==> src/hdl/acsp_pkg.sv <==
// ----------------------------------------------------------------------------
// acsp_pkg
// Shared types, byte codes and the sgr parameter decode for the ansi
// escape sequence parser.
// ----------------------------------------------------------------------------
package acsp_pkg;

   // byte codes
   localparam logic [7:0] ESC_BYTE     = 8'd27;
   localparam logic [7:0] BRACKET_BYTE = 8'h5B;
   localparam logic [7:0] FINAL_LOW    = 8'h41;
   localparam logic [7:0] FINAL_HIGH   = 8'h75;
   localparam logic [7:0] SGR_BYTE     = 8'h6D;
   localparam logic [7:0] SEP_BYTE     = 8'h3B;
   localparam logic [7:0] DIGIT_LOW    = 8'h30;
   localparam logic [7:0] DIGIT_HIGH   = 8'h39;

   // attribute flags
   localparam logic [7:0] AT_BOLD    = 8'h01;
   localparam logic [7:0] AT_UNDER   = 8'h02;
   localparam logic [7:0] AT_ITALIC  = 8'h04;
   localparam logic [7:0] AT_FRAKTUR = 8'h08;
   localparam logic [7:0] AT_BLINK   = 8'h40;
   localparam logic [7:0] AT_CROSS   = 8'h80;

   // reset colours
   localparam logic [4:0] FG_DEFAULT = 5'd7;
   localparam logic [4:0] BG_DEFAULT = 5'd0;

   // parser modes
   localparam logic [1:0] MODE_NORMAL = 2'd0;
   localparam logic [1:0] MODE_ESC    = 2'd1;
   localparam logic [1:0] MODE_CSI    = 2'd2;

   // result kinds
   localparam logic KIND_CHAR   = 1'b0;
   localparam logic KIND_COLOUR = 1'b1;

   // saturation limit of a parameter
   localparam logic [11:0] PARAM_MAX = 12'd255;

   typedef struct packed {
      logic [4:0] fg;
      logic [4:0] bg;
      logic [7:0] attr;
   } colour_type;

   typedef struct packed {
      logic       kind;
      logic [7:0] char_out;
      logic [4:0] fg_out;
      logic [4:0] bg_out;
      logic [7:0] attr_out;
      logic       last;
   } rsp_type;

   // apply one sgr parameter to a colour set
   function automatic colour_type apply_param(input logic [7:0] v, input colour_type c);
      colour_type r;
      logic [7:0] t;
      r = c;
      t = 8'd0;
      if (v >= 8'd100 && v < 8'd110) begin
         t = v - 8'd92;
         r.bg = t[4:0];
      end else if (v >= 8'd90 && v < 8'd100) begin
         t = v - 8'd82;
         r.fg = t[4:0];
      end else if (v >= 8'd40 && v < 8'd50) begin
         t = v - 8'd40;
         r.bg = t[4:0];
      end else if (v >= 8'd30 && v < 8'd40) begin
         t = v - 8'd30;
         r.fg = t[4:0];
      end else if (v == 8'd20) begin
         r.attr = c.attr | AT_FRAKTUR;
      end else if (v == 8'd9) begin
         r.attr = c.attr | AT_CROSS;
      end else if (v == 8'd7) begin
         r.fg = c.bg;
         r.bg = c.fg;
      end else if (v == 8'd5) begin
         r.attr = c.attr | AT_BLINK;
      end else if (v == 8'd4) begin
         r.attr = c.attr | AT_UNDER;
      end else if (v == 8'd3) begin
         r.attr = c.attr | AT_ITALIC;
      end else if (v == 8'd1) begin
         r.attr = c.attr | AT_BOLD;
      end else if (v == 8'd0) begin
         r.fg   = FG_DEFAULT;
         r.bg   = BG_DEFAULT;
         r.attr = 8'd0;
      end
      return r;
   endfunction

endpackage

==> src/hdl/acsp_decode.sv <==
// ----------------------------------------------------------------------------
// acsp_decode
// Parser state and per-byte decode: yields up to two results for each
// byte taken and updates the escape, parameter and colour state.
// ----------------------------------------------------------------------------
module acsp_decode (
   input  logic             clock,
   input  logic             reset,
   input  logic             take,
   input  logic [7:0]       byte_in,
   output logic [1:0]       res_count,
   output acsp_pkg::rsp_type res0,
   output acsp_pkg::rsp_type res1
);
   import acsp_pkg::*;

   logic [1:0]  mode_ff, mode_in;
   colour_type  cur_ff, cur_in;
   colour_type  pend_ff, pend_in;
   logic [7:0]  param_ff, param_in;
   logic        token_ff, token_in;
   logic        done_ff, done_in;
   logic        any_ff, any_in;

   logic        is_final;
   logic        is_digit;
   logic [11:0] acc;
   logic [7:0]  digit;
   colour_type  applied;
   logic [7:0]  sel_param;
   colour_type  shown;

   // byte classes and running number
   assign is_final = (byte_in >= FINAL_LOW) && (byte_in <= FINAL_HIGH);
   assign is_digit = (byte_in >= DIGIT_LOW) && (byte_in <= DIGIT_HIGH);
   assign digit    = byte_in - DIGIT_LOW;
   assign acc      = {4'd0, param_ff} * 12'd10 + {4'd0, digit};

   // parameter applied when a token closes: the open one, or a reset
   assign sel_param = token_ff ? param_ff : 8'd0;
   assign applied   = apply_param(sel_param, pend_ff);

   // next state and results
   always_comb begin
      mode_in   = mode_ff;
      cur_in    = cur_ff;
      pend_in   = pend_ff;
      param_in  = param_ff;
      token_in  = token_ff;
      done_in   = done_ff;
      any_in    = any_ff;
      res_count = 2'd0;
      res0      = '0;
      res1      = '0;
      shown     = cur_ff;
      case (mode_ff)
         MODE_ESC: begin
            if (byte_in == BRACKET_BYTE) begin
               mode_in  = MODE_CSI;
               pend_in  = cur_ff;
               param_in = 8'd0;
               token_in = 1'b0;
               done_in  = 1'b0;
               any_in   = 1'b0;
            end else begin
               mode_in       = MODE_NORMAL;
               res_count     = 2'd2;
               res0.kind     = KIND_CHAR;
               res0.char_out = ESC_BYTE;
               res1.kind     = KIND_CHAR;
               res1.char_out = byte_in;
               res1.last     = 1'b1;
            end
         end
         MODE_CSI: begin
            if (is_final) begin
               if (byte_in == SGR_BYTE) begin
                  if (token_ff || !any_ff) begin
                     cur_in = applied;
                  end else begin
                     cur_in = pend_ff;
                  end
               end
               param_in = 8'd0;
               token_in = 1'b0;
               done_in  = 1'b0;
               any_in   = 1'b0;
               mode_in  = MODE_NORMAL;
               // colour update reflects the committed colours
               shown         = cur_in;
               res_count     = 2'd1;
               res0.kind     = KIND_COLOUR;
               res0.char_out = byte_in;
               res0.fg_out   = ((shown.attr & AT_BOLD) != 8'd0) ?
                               {2'b01, shown.fg[2:0]} : shown.fg;
               res0.bg_out   = shown.bg;
               res0.attr_out = shown.attr;
               res0.last     = 1'b1;
            end else if (byte_in == SEP_BYTE) begin
               if (token_ff) begin
                  pend_in = applied;
                  any_in  = 1'b1;
               end
               token_in = 1'b0;
               done_in  = 1'b0;
               param_in = 8'd0;
            end else begin
               token_in = 1'b1;
               if (is_digit) begin
                  if (!done_ff) begin
                     param_in = (acc > PARAM_MAX) ? PARAM_MAX[7:0] : acc[7:0];
                  end
               end else begin
                  done_in = 1'b1;
               end
            end
         end
         default: begin
            mode_in = MODE_NORMAL;
            if (byte_in == ESC_BYTE) begin
               mode_in = MODE_ESC;
            end else begin
               res_count     = 2'd1;
               res0.kind     = KIND_CHAR;
               res0.char_out = byte_in;
               res0.last     = 1'b1;
            end
         end
      endcase
   end

   // state registers
   always_ff @(posedge clock) begin
      if (reset) begin
         mode_ff  <= MODE_NORMAL;
         cur_ff   <= '{fg: FG_DEFAULT, bg: BG_DEFAULT, attr: 8'd0};
         pend_ff  <= '{fg: FG_DEFAULT, bg: BG_DEFAULT, attr: 8'd0};
         param_ff <= 8'd0;
         token_ff <= 1'b0;
         done_ff  <= 1'b0;
         any_ff   <= 1'b0;
      end else if (take) begin
         mode_ff  <= mode_in;
         cur_ff   <= cur_in;
         pend_ff  <= pend_in;
         param_ff <= param_in;
         token_ff <= token_in;
         done_ff  <= done_in;
         any_ff   <= any_in;
      end
   end

endmodule

==> src/hdl/ansi_csi_sgr_parser_unit.sv <==
// ----------------------------------------------------------------------------
// ansi_csi_sgr_parser_unit
// Byte stream decoder for ansi csi / sgr escape sequences.
// ----------------------------------------------------------------------------
// Usage:
//   req channel: one terminal output byte per transfer (req_byte_in).
//   rsp channel: characters to write (kind 0) and colour updates (kind 1);
//     rsp_last marks the final result caused by one request byte.
//   A byte is decoded in the cycle it is taken and its results are written
//   to a four-entry result queue; when the queue was empty, the first result
//   is offered on rsp the next cycle.
//   Throughput: one byte per cycle while results drain at one per cycle;
//   a byte that yields two results (ESC followed by anything but '[')
//   needs two rsp transfers, so the rsp port sets the sustained rate.
//   req_stall rises when the queue has room for fewer than two results,
//   so rsp_stall backs up into req once three or more results are queued.
//   Reset empties the queue, returns to normal mode and sets the colours
//   to foreground 7, background 0, no attributes.
//   A stalled result holds on rsp until it is taken.
// ----------------------------------------------------------------------------
module ansi_csi_sgr_parser_unit (
   input  logic       clock,
   input  logic       reset,
   input  logic       req_valid,
   output logic       req_stall,
   input  logic [7:0] req_byte_in,
   output logic       rsp_valid,
   input  logic       rsp_stall,
   output logic       rsp_kind,
   output logic [7:0] rsp_char_out,
   output logic [4:0] rsp_fg_out,
   output logic [4:0] rsp_bg_out,
   output logic [7:0] rsp_attr_out,
   output logic       rsp_last
);
   import acsp_pkg::*;

   logic       req_take;
   logic       rsp_take;
   logic [1:0] res_count;
   rsp_type    res0;
   rsp_type    res1;

   rsp_type    queue_ff [4];
   logic [1:0] wr_ptr_ff, wr_ptr_in;
   logic [1:0] rd_ptr_ff, rd_ptr_in;
   logic [2:0] count_ff, count_in;
   logic [1:0] wr_next;
   logic [2:0] push_n;
   rsp_type    head;

   assign req_stall = (count_ff > 3'd2);
   assign req_take  = req_valid && !req_stall;
   assign rsp_valid = (count_ff != 3'd0);
   assign rsp_take  = rsp_valid && !rsp_stall;

   // byte decode
   acsp_decode u_decode (
      .clock     (clock),
      .reset     (reset),
      .take      (req_take),
      .byte_in   (req_byte_in),
      .res_count (res_count),
      .res0      (res0),
      .res1      (res1)
   );

   // queue pointer and fill update
   assign wr_next = wr_ptr_ff + 2'd1;
   assign push_n  = req_take ? {1'b0, res_count} : 3'd0;

   always_comb begin
      wr_ptr_in = wr_ptr_ff + push_n[1:0];
      rd_ptr_in = rsp_take ? rd_ptr_ff + 2'd1 : rd_ptr_ff;
      count_in  = count_ff + push_n - (rsp_take ? 3'd1 : 3'd0);
   end

   always_ff @(posedge clock) begin
      if (reset) begin
         wr_ptr_ff <= 2'd0;
         rd_ptr_ff <= 2'd0;
         count_ff  <= 3'd0;
      end else begin
         wr_ptr_ff <= wr_ptr_in;
         rd_ptr_ff <= rd_ptr_in;
         count_ff  <= count_in;
      end
   end

   // queue storage
   always_ff @(posedge clock) begin
      if (push_n != 3'd0) begin
         queue_ff[wr_ptr_ff] <= res0;
      end
      if (push_n == 3'd2) begin
         queue_ff[wr_next] <= res1;
      end
   end

   // head of queue drives rsp
   assign head         = queue_ff[rd_ptr_ff];
   assign rsp_kind     = head.kind;
   assign rsp_char_out = head.char_out;
   assign rsp_fg_out   = head.fg_out;
   assign rsp_bg_out   = head.bg_out;
   assign rsp_attr_out = head.attr_out;
   assign rsp_last     = head.last;

endmodule
==> config.mk <==
export PLATFORM = sky130hd
export DESIGN_NAME = ansi_csi_sgr_parser_unit
export DESIGN_NICKNAME = d
export VERILOG_FILES = /design/src/hdl/acsp_pkg.sv /design/src/hdl/acsp_decode.sv /design/src/hdl/ansi_csi_sgr_parser_unit.sv
export SDC_FILE = /design/constraint.sdc
export NUM_CORES = 1
export LEC_CHECK = 0
export ABC_AREA = 1
export BUFFER_PORTS_ARGS = -buffer_cell sky130_fd_sc_hd__buf_4
export CAP_MARGIN = 20
export CORE_ASPECT_RATIO = 1.75
export CORE_MARGIN = 2
export CORE_UTILIZATION = 47
export DETAILED_ROUTE_END_ITERATION = 8
export MAX_ROUTING_LAYER = met4
export PLACE_DENSITY = 0.73
export SYNTH_ARGS = -nofsm -noshare
export SYNTH_HDL_FRONTEND = slang
export SYNTH_SLANG_ARGS = --single-unit
==> constraint.sdc <==
create_clock -name clock -period 3.1 [get_ports clock]
set_clock_uncertainty 0.15 [all_clocks]
set_input_delay 0.62 -clock clock [delete_from_list [all_inputs] [get_ports clock]]
set_output_delay 0.62 -clock clock [all_outputs]
set_load 0.1 [all_outputs]
==> impl_metrics.json <==
{
  "cp_data_required_time_ps": 3240,
  "ioPinCount": 42,
  "antenna_left": 0,
  "synth_seq_area_share_pct": 38.44,
  "finalHoldViolations": 0,
  "via_count": 9317,
  "avgSynthCellArea_sq_um": 7.153,
  "final.min_clock_period_ps": 2903,
  "hold_class": "reg2reg",
  "critPathSlowestCell": "fa_1",
  "yosysWarnings": 0,
  "drt_drc_violations_left": 5,
  "cts_tree": "done",
  "start_util_pct": 48.06,
  "layout_cell_share_with_drive_strength_beyond_1_pct": 16.12,
  "grt_pass1_wl_microns": 44210,
  "grt_start_max_net_pins": 65,
  "critPathCaptureType": "flip-flop",
  "crit_arrival_ps": 3050,
  "final_core_util_pct": 55.35,
  "numPlacedInstances": 1651,
  "pwr_density_cell_mw_per_mm2": 668.6,
  "die_w_microns": 113.1,
  "vdd_drop_max_uv": 431.3,
  "max_cap_violations": 0,
  "dieArea_sq_mm": 0.02205,
  "slew-limit-headroom_pct": 58.52,
  "worstSetupPathType": "reg2reg",
  "final_cells": 1681,
  "actual_transition_at_the_worst_max_transition_pin_ps": 621.5,
  "port_buffers": 41,
  "setup_ws_ps": 197.1,
  "cp-start-kind": "flip-flop",
  "yosys.cell_count.top_type": "nand2_1",
  "violations": "DRC",
  "async_reset_ff_share_pct": 0,
  "ys.flop_type": "dfxtp_1",
  "crit_start": "u_decode.param_ff[3]",
  "cts.root.buffer_cell": "clkbuf_16",
  "hold_ws_ps": 294.7,
  "dieHeight_microns": 194.9,
  "synthesis.nets": 1424,
  "fin_nets": 1478,
  "synthTopCellsByArea": "dfxtp_1 27%, nand2_1 14%, edfxtp_1 11%",
  "number_of_fill_cells": 1923,
  "critical_path_peak_fanout": 8,
  "setup-violations-final": 0,
  "final_std_cell_area_no_fill_sq_mm": 0.01128,
  "sum_of_routed_wire_length_over_all_layers_microns": 27240,
  "fmax_mhz": 344.5,
  "finalWeightedCongestion": 0.9087,
  "layout-area-overhead-vs-synth_pct": 15.18,
  "antenna_cells_inserted": 0,
  "dpl_cell_area_sq_mm": 0.01070,
  "placement.setup.worst_slack_ps": 29.48,
  "ys_ff_latch": 170,
  "ff2ff_setup_slack_ps": 200,
  "power.total_mw": 7.541,
  "hold_path.startpoint": "queue_ff[2][4]",
  "grt_pass1_vias": 8998,
  "clk-insertion-delay-late_ps": 430,
  "final_min_period_over_clock_period_pct": 93.64,
  "run_status": "complete, but fails checks",
  "cpMostUsedCell": "nand2_1",
  "highest_cell_delay_on_the_worst_timing_path_ps": 490,
  "rsz0062_at_grt": "yes",
  "clock_path_buffers": 2,
  "number_of_antenna_violations_at_the_first_check_in_global_routing": 0,
  "cts.sinks": 170,
  "core_sq_mm": 0.02037,
  "detailedPlacementHpwl_microns": 19580,
  "synth.largest_area_cell": "dfxtp_1",
  "finalMaxSlewViolations": 0,
  "core.rowCount": 69,
  "synth_cell_type_count": 50,
  "drt_iter0_drc": 702,
  "cellLeakagePower_nw": 5.259,
  "crit_path_cell_trace": "ha_1 > ha_1 > fa_1 > ha_4 > nand4_1 > o211ai_1 > nand2_1 > nor2_2 > o211a_4 > nand2_1 > nand2_1 > a21oi_1",
  "cts-buffers-inserted": 17,
  "regToRegStartpoint": "u_decode.param_ff[3]",
  "clock_tree.htree_level_count": 4,
  "synth_top_cells_by_count": "377 x nand2_1, 134 x dfxtp_1, 113 x inv_1, 113 x nor2_1, 110 x nand3_1",
  "synth_top_cell_area_share_pct": 27.40,
  "totalNegativeSetupSlack_ps": 0,
  "drt-pass1-iter-count": 9,
  "worst_setup_hold_path_clk_slew_ps": 60,
  "global_route.overflow_total": 0,
  "avgViaCountPerCell": 5.543,
  "syn_inst": 1369,
  "edff_count_synth": 36,
  "globalRouteTotalUtil_pct": 25.56,
  "drt-wirelength-per-cell_microns": 16.21,
  "hold_buffers": 0,
  "syn-cell-area_sq_mm": 0.009792
}
## cells in the final DEF, fill, tap and decap left out, types with 14 or more instances in the layout
cell       Yosys  layout
inv_2         21      21
o22ai_1       49      23
dfxtp_1      134     133
ha_1          40      39
o21ai_1       18      18
inv_1        113     112
buf_4         10      91
o22ai_2        0      26
nand2_2       11      15
nor2_1       113     111
nand2_1      377     373
a22oi_1       14      14
edfxtp_1      36      36
o21ai_0      103     103
a21oi_1       75      73
clkbuf_16      0      17
nand3_1      110     110
## power breakdown
part           internal, mW  total, mW  switching [mW]
clock                  1.14       1.99           0.850
combinational         0.705       3.06            2.36
sequential             2.42       2.49          0.0679
## per-layer routing
metal | vias to the layer above | GRT usage [%] | routed length, microns
met1 | 4365 | 27.63 | 10700
met3 | 78 | 2.650 | 910
met4 | 0 | 12.47 | 1125
li1 | 4629 | - | -
met2 | 245 | 45.95 | 14510
met5 | - | - | 0
## what timing repair did
item                       in CTS  in global routing
hold endpoints to repair        0                  0
setup endpoints to repair       0                 62
gates resized for setup         0                 10
buffers inserted                0                  1
## layout make-up
| cell class | instances | area, sq um | share of cell area, % |
|---|---|---|---|
| Clock buffer | 21 | 462.9 | 4.105 |
| Clock inverter | 8 | 71.32 | 0.6324 |
| Inverter | 140 | 534.3 | 4.737 |
| Multi-Input combinational cell | 1000 | 5391 | 47.80 |
| Sequential cell | 170 | 3765 | 33.38 |
| Tap cell | 248 | 310.3 | 2.751 |
| Timing Repair Buffer | 94 | 743.2 | 6.590 |
## critical path: cells and delay by family, from the launching register on
kind / cells / cell delay, ps
AOI/OAI and AO/OA: 3 / 510
DFF: 1 / 350
adders and majority gates: 4 / 1310
and+or+nand+nor: 5 / 460
## state kept, by name, indices dropped and copies added (netlist names), named ones only
signal	flops
count_ff	3
queue_ff	112
rd_ptr_ff	2
u_decode.any_ff	1
u_decode.cur_ff	18
u_decode.done_ff	1
u_decode.mode_ff	2
u_decode.param_ff	8
u_decode.pend_ff	18
u_decode.token_ff	1
wr_ptr_ff	2
## final timing paths
check	depth (start not counted)	endpoint
min reg2reg	2	queue_ff[2][4]
min	2	queue_ff[2][4]
max	12	u_decode.param_ff[5]
max reg2reg	12	u_decode.param_ff[5]
## cell families (layout without fill, tap and decap cells)
| kind of cell | after synthesis | after routing | share of synthesized area (%) |
|---|---|---|---|
| AO/OA/AOI/OAI | 287 | 287 | 16.64 |
| AND/OR/NAND/NOR | 654 | 654 | 29.17 |
| adder cells (fa/ha/maj) | 43 | 43 | 5.725 |
| buffers and inverters | 199 | 263 | 8.599 |
| XOR/XNOR | 16 | 16 | 1.431 |
| flip-flops | 170 | 170 | 38.44 |
Note: power is estimated with default switching activity, not from simulation.
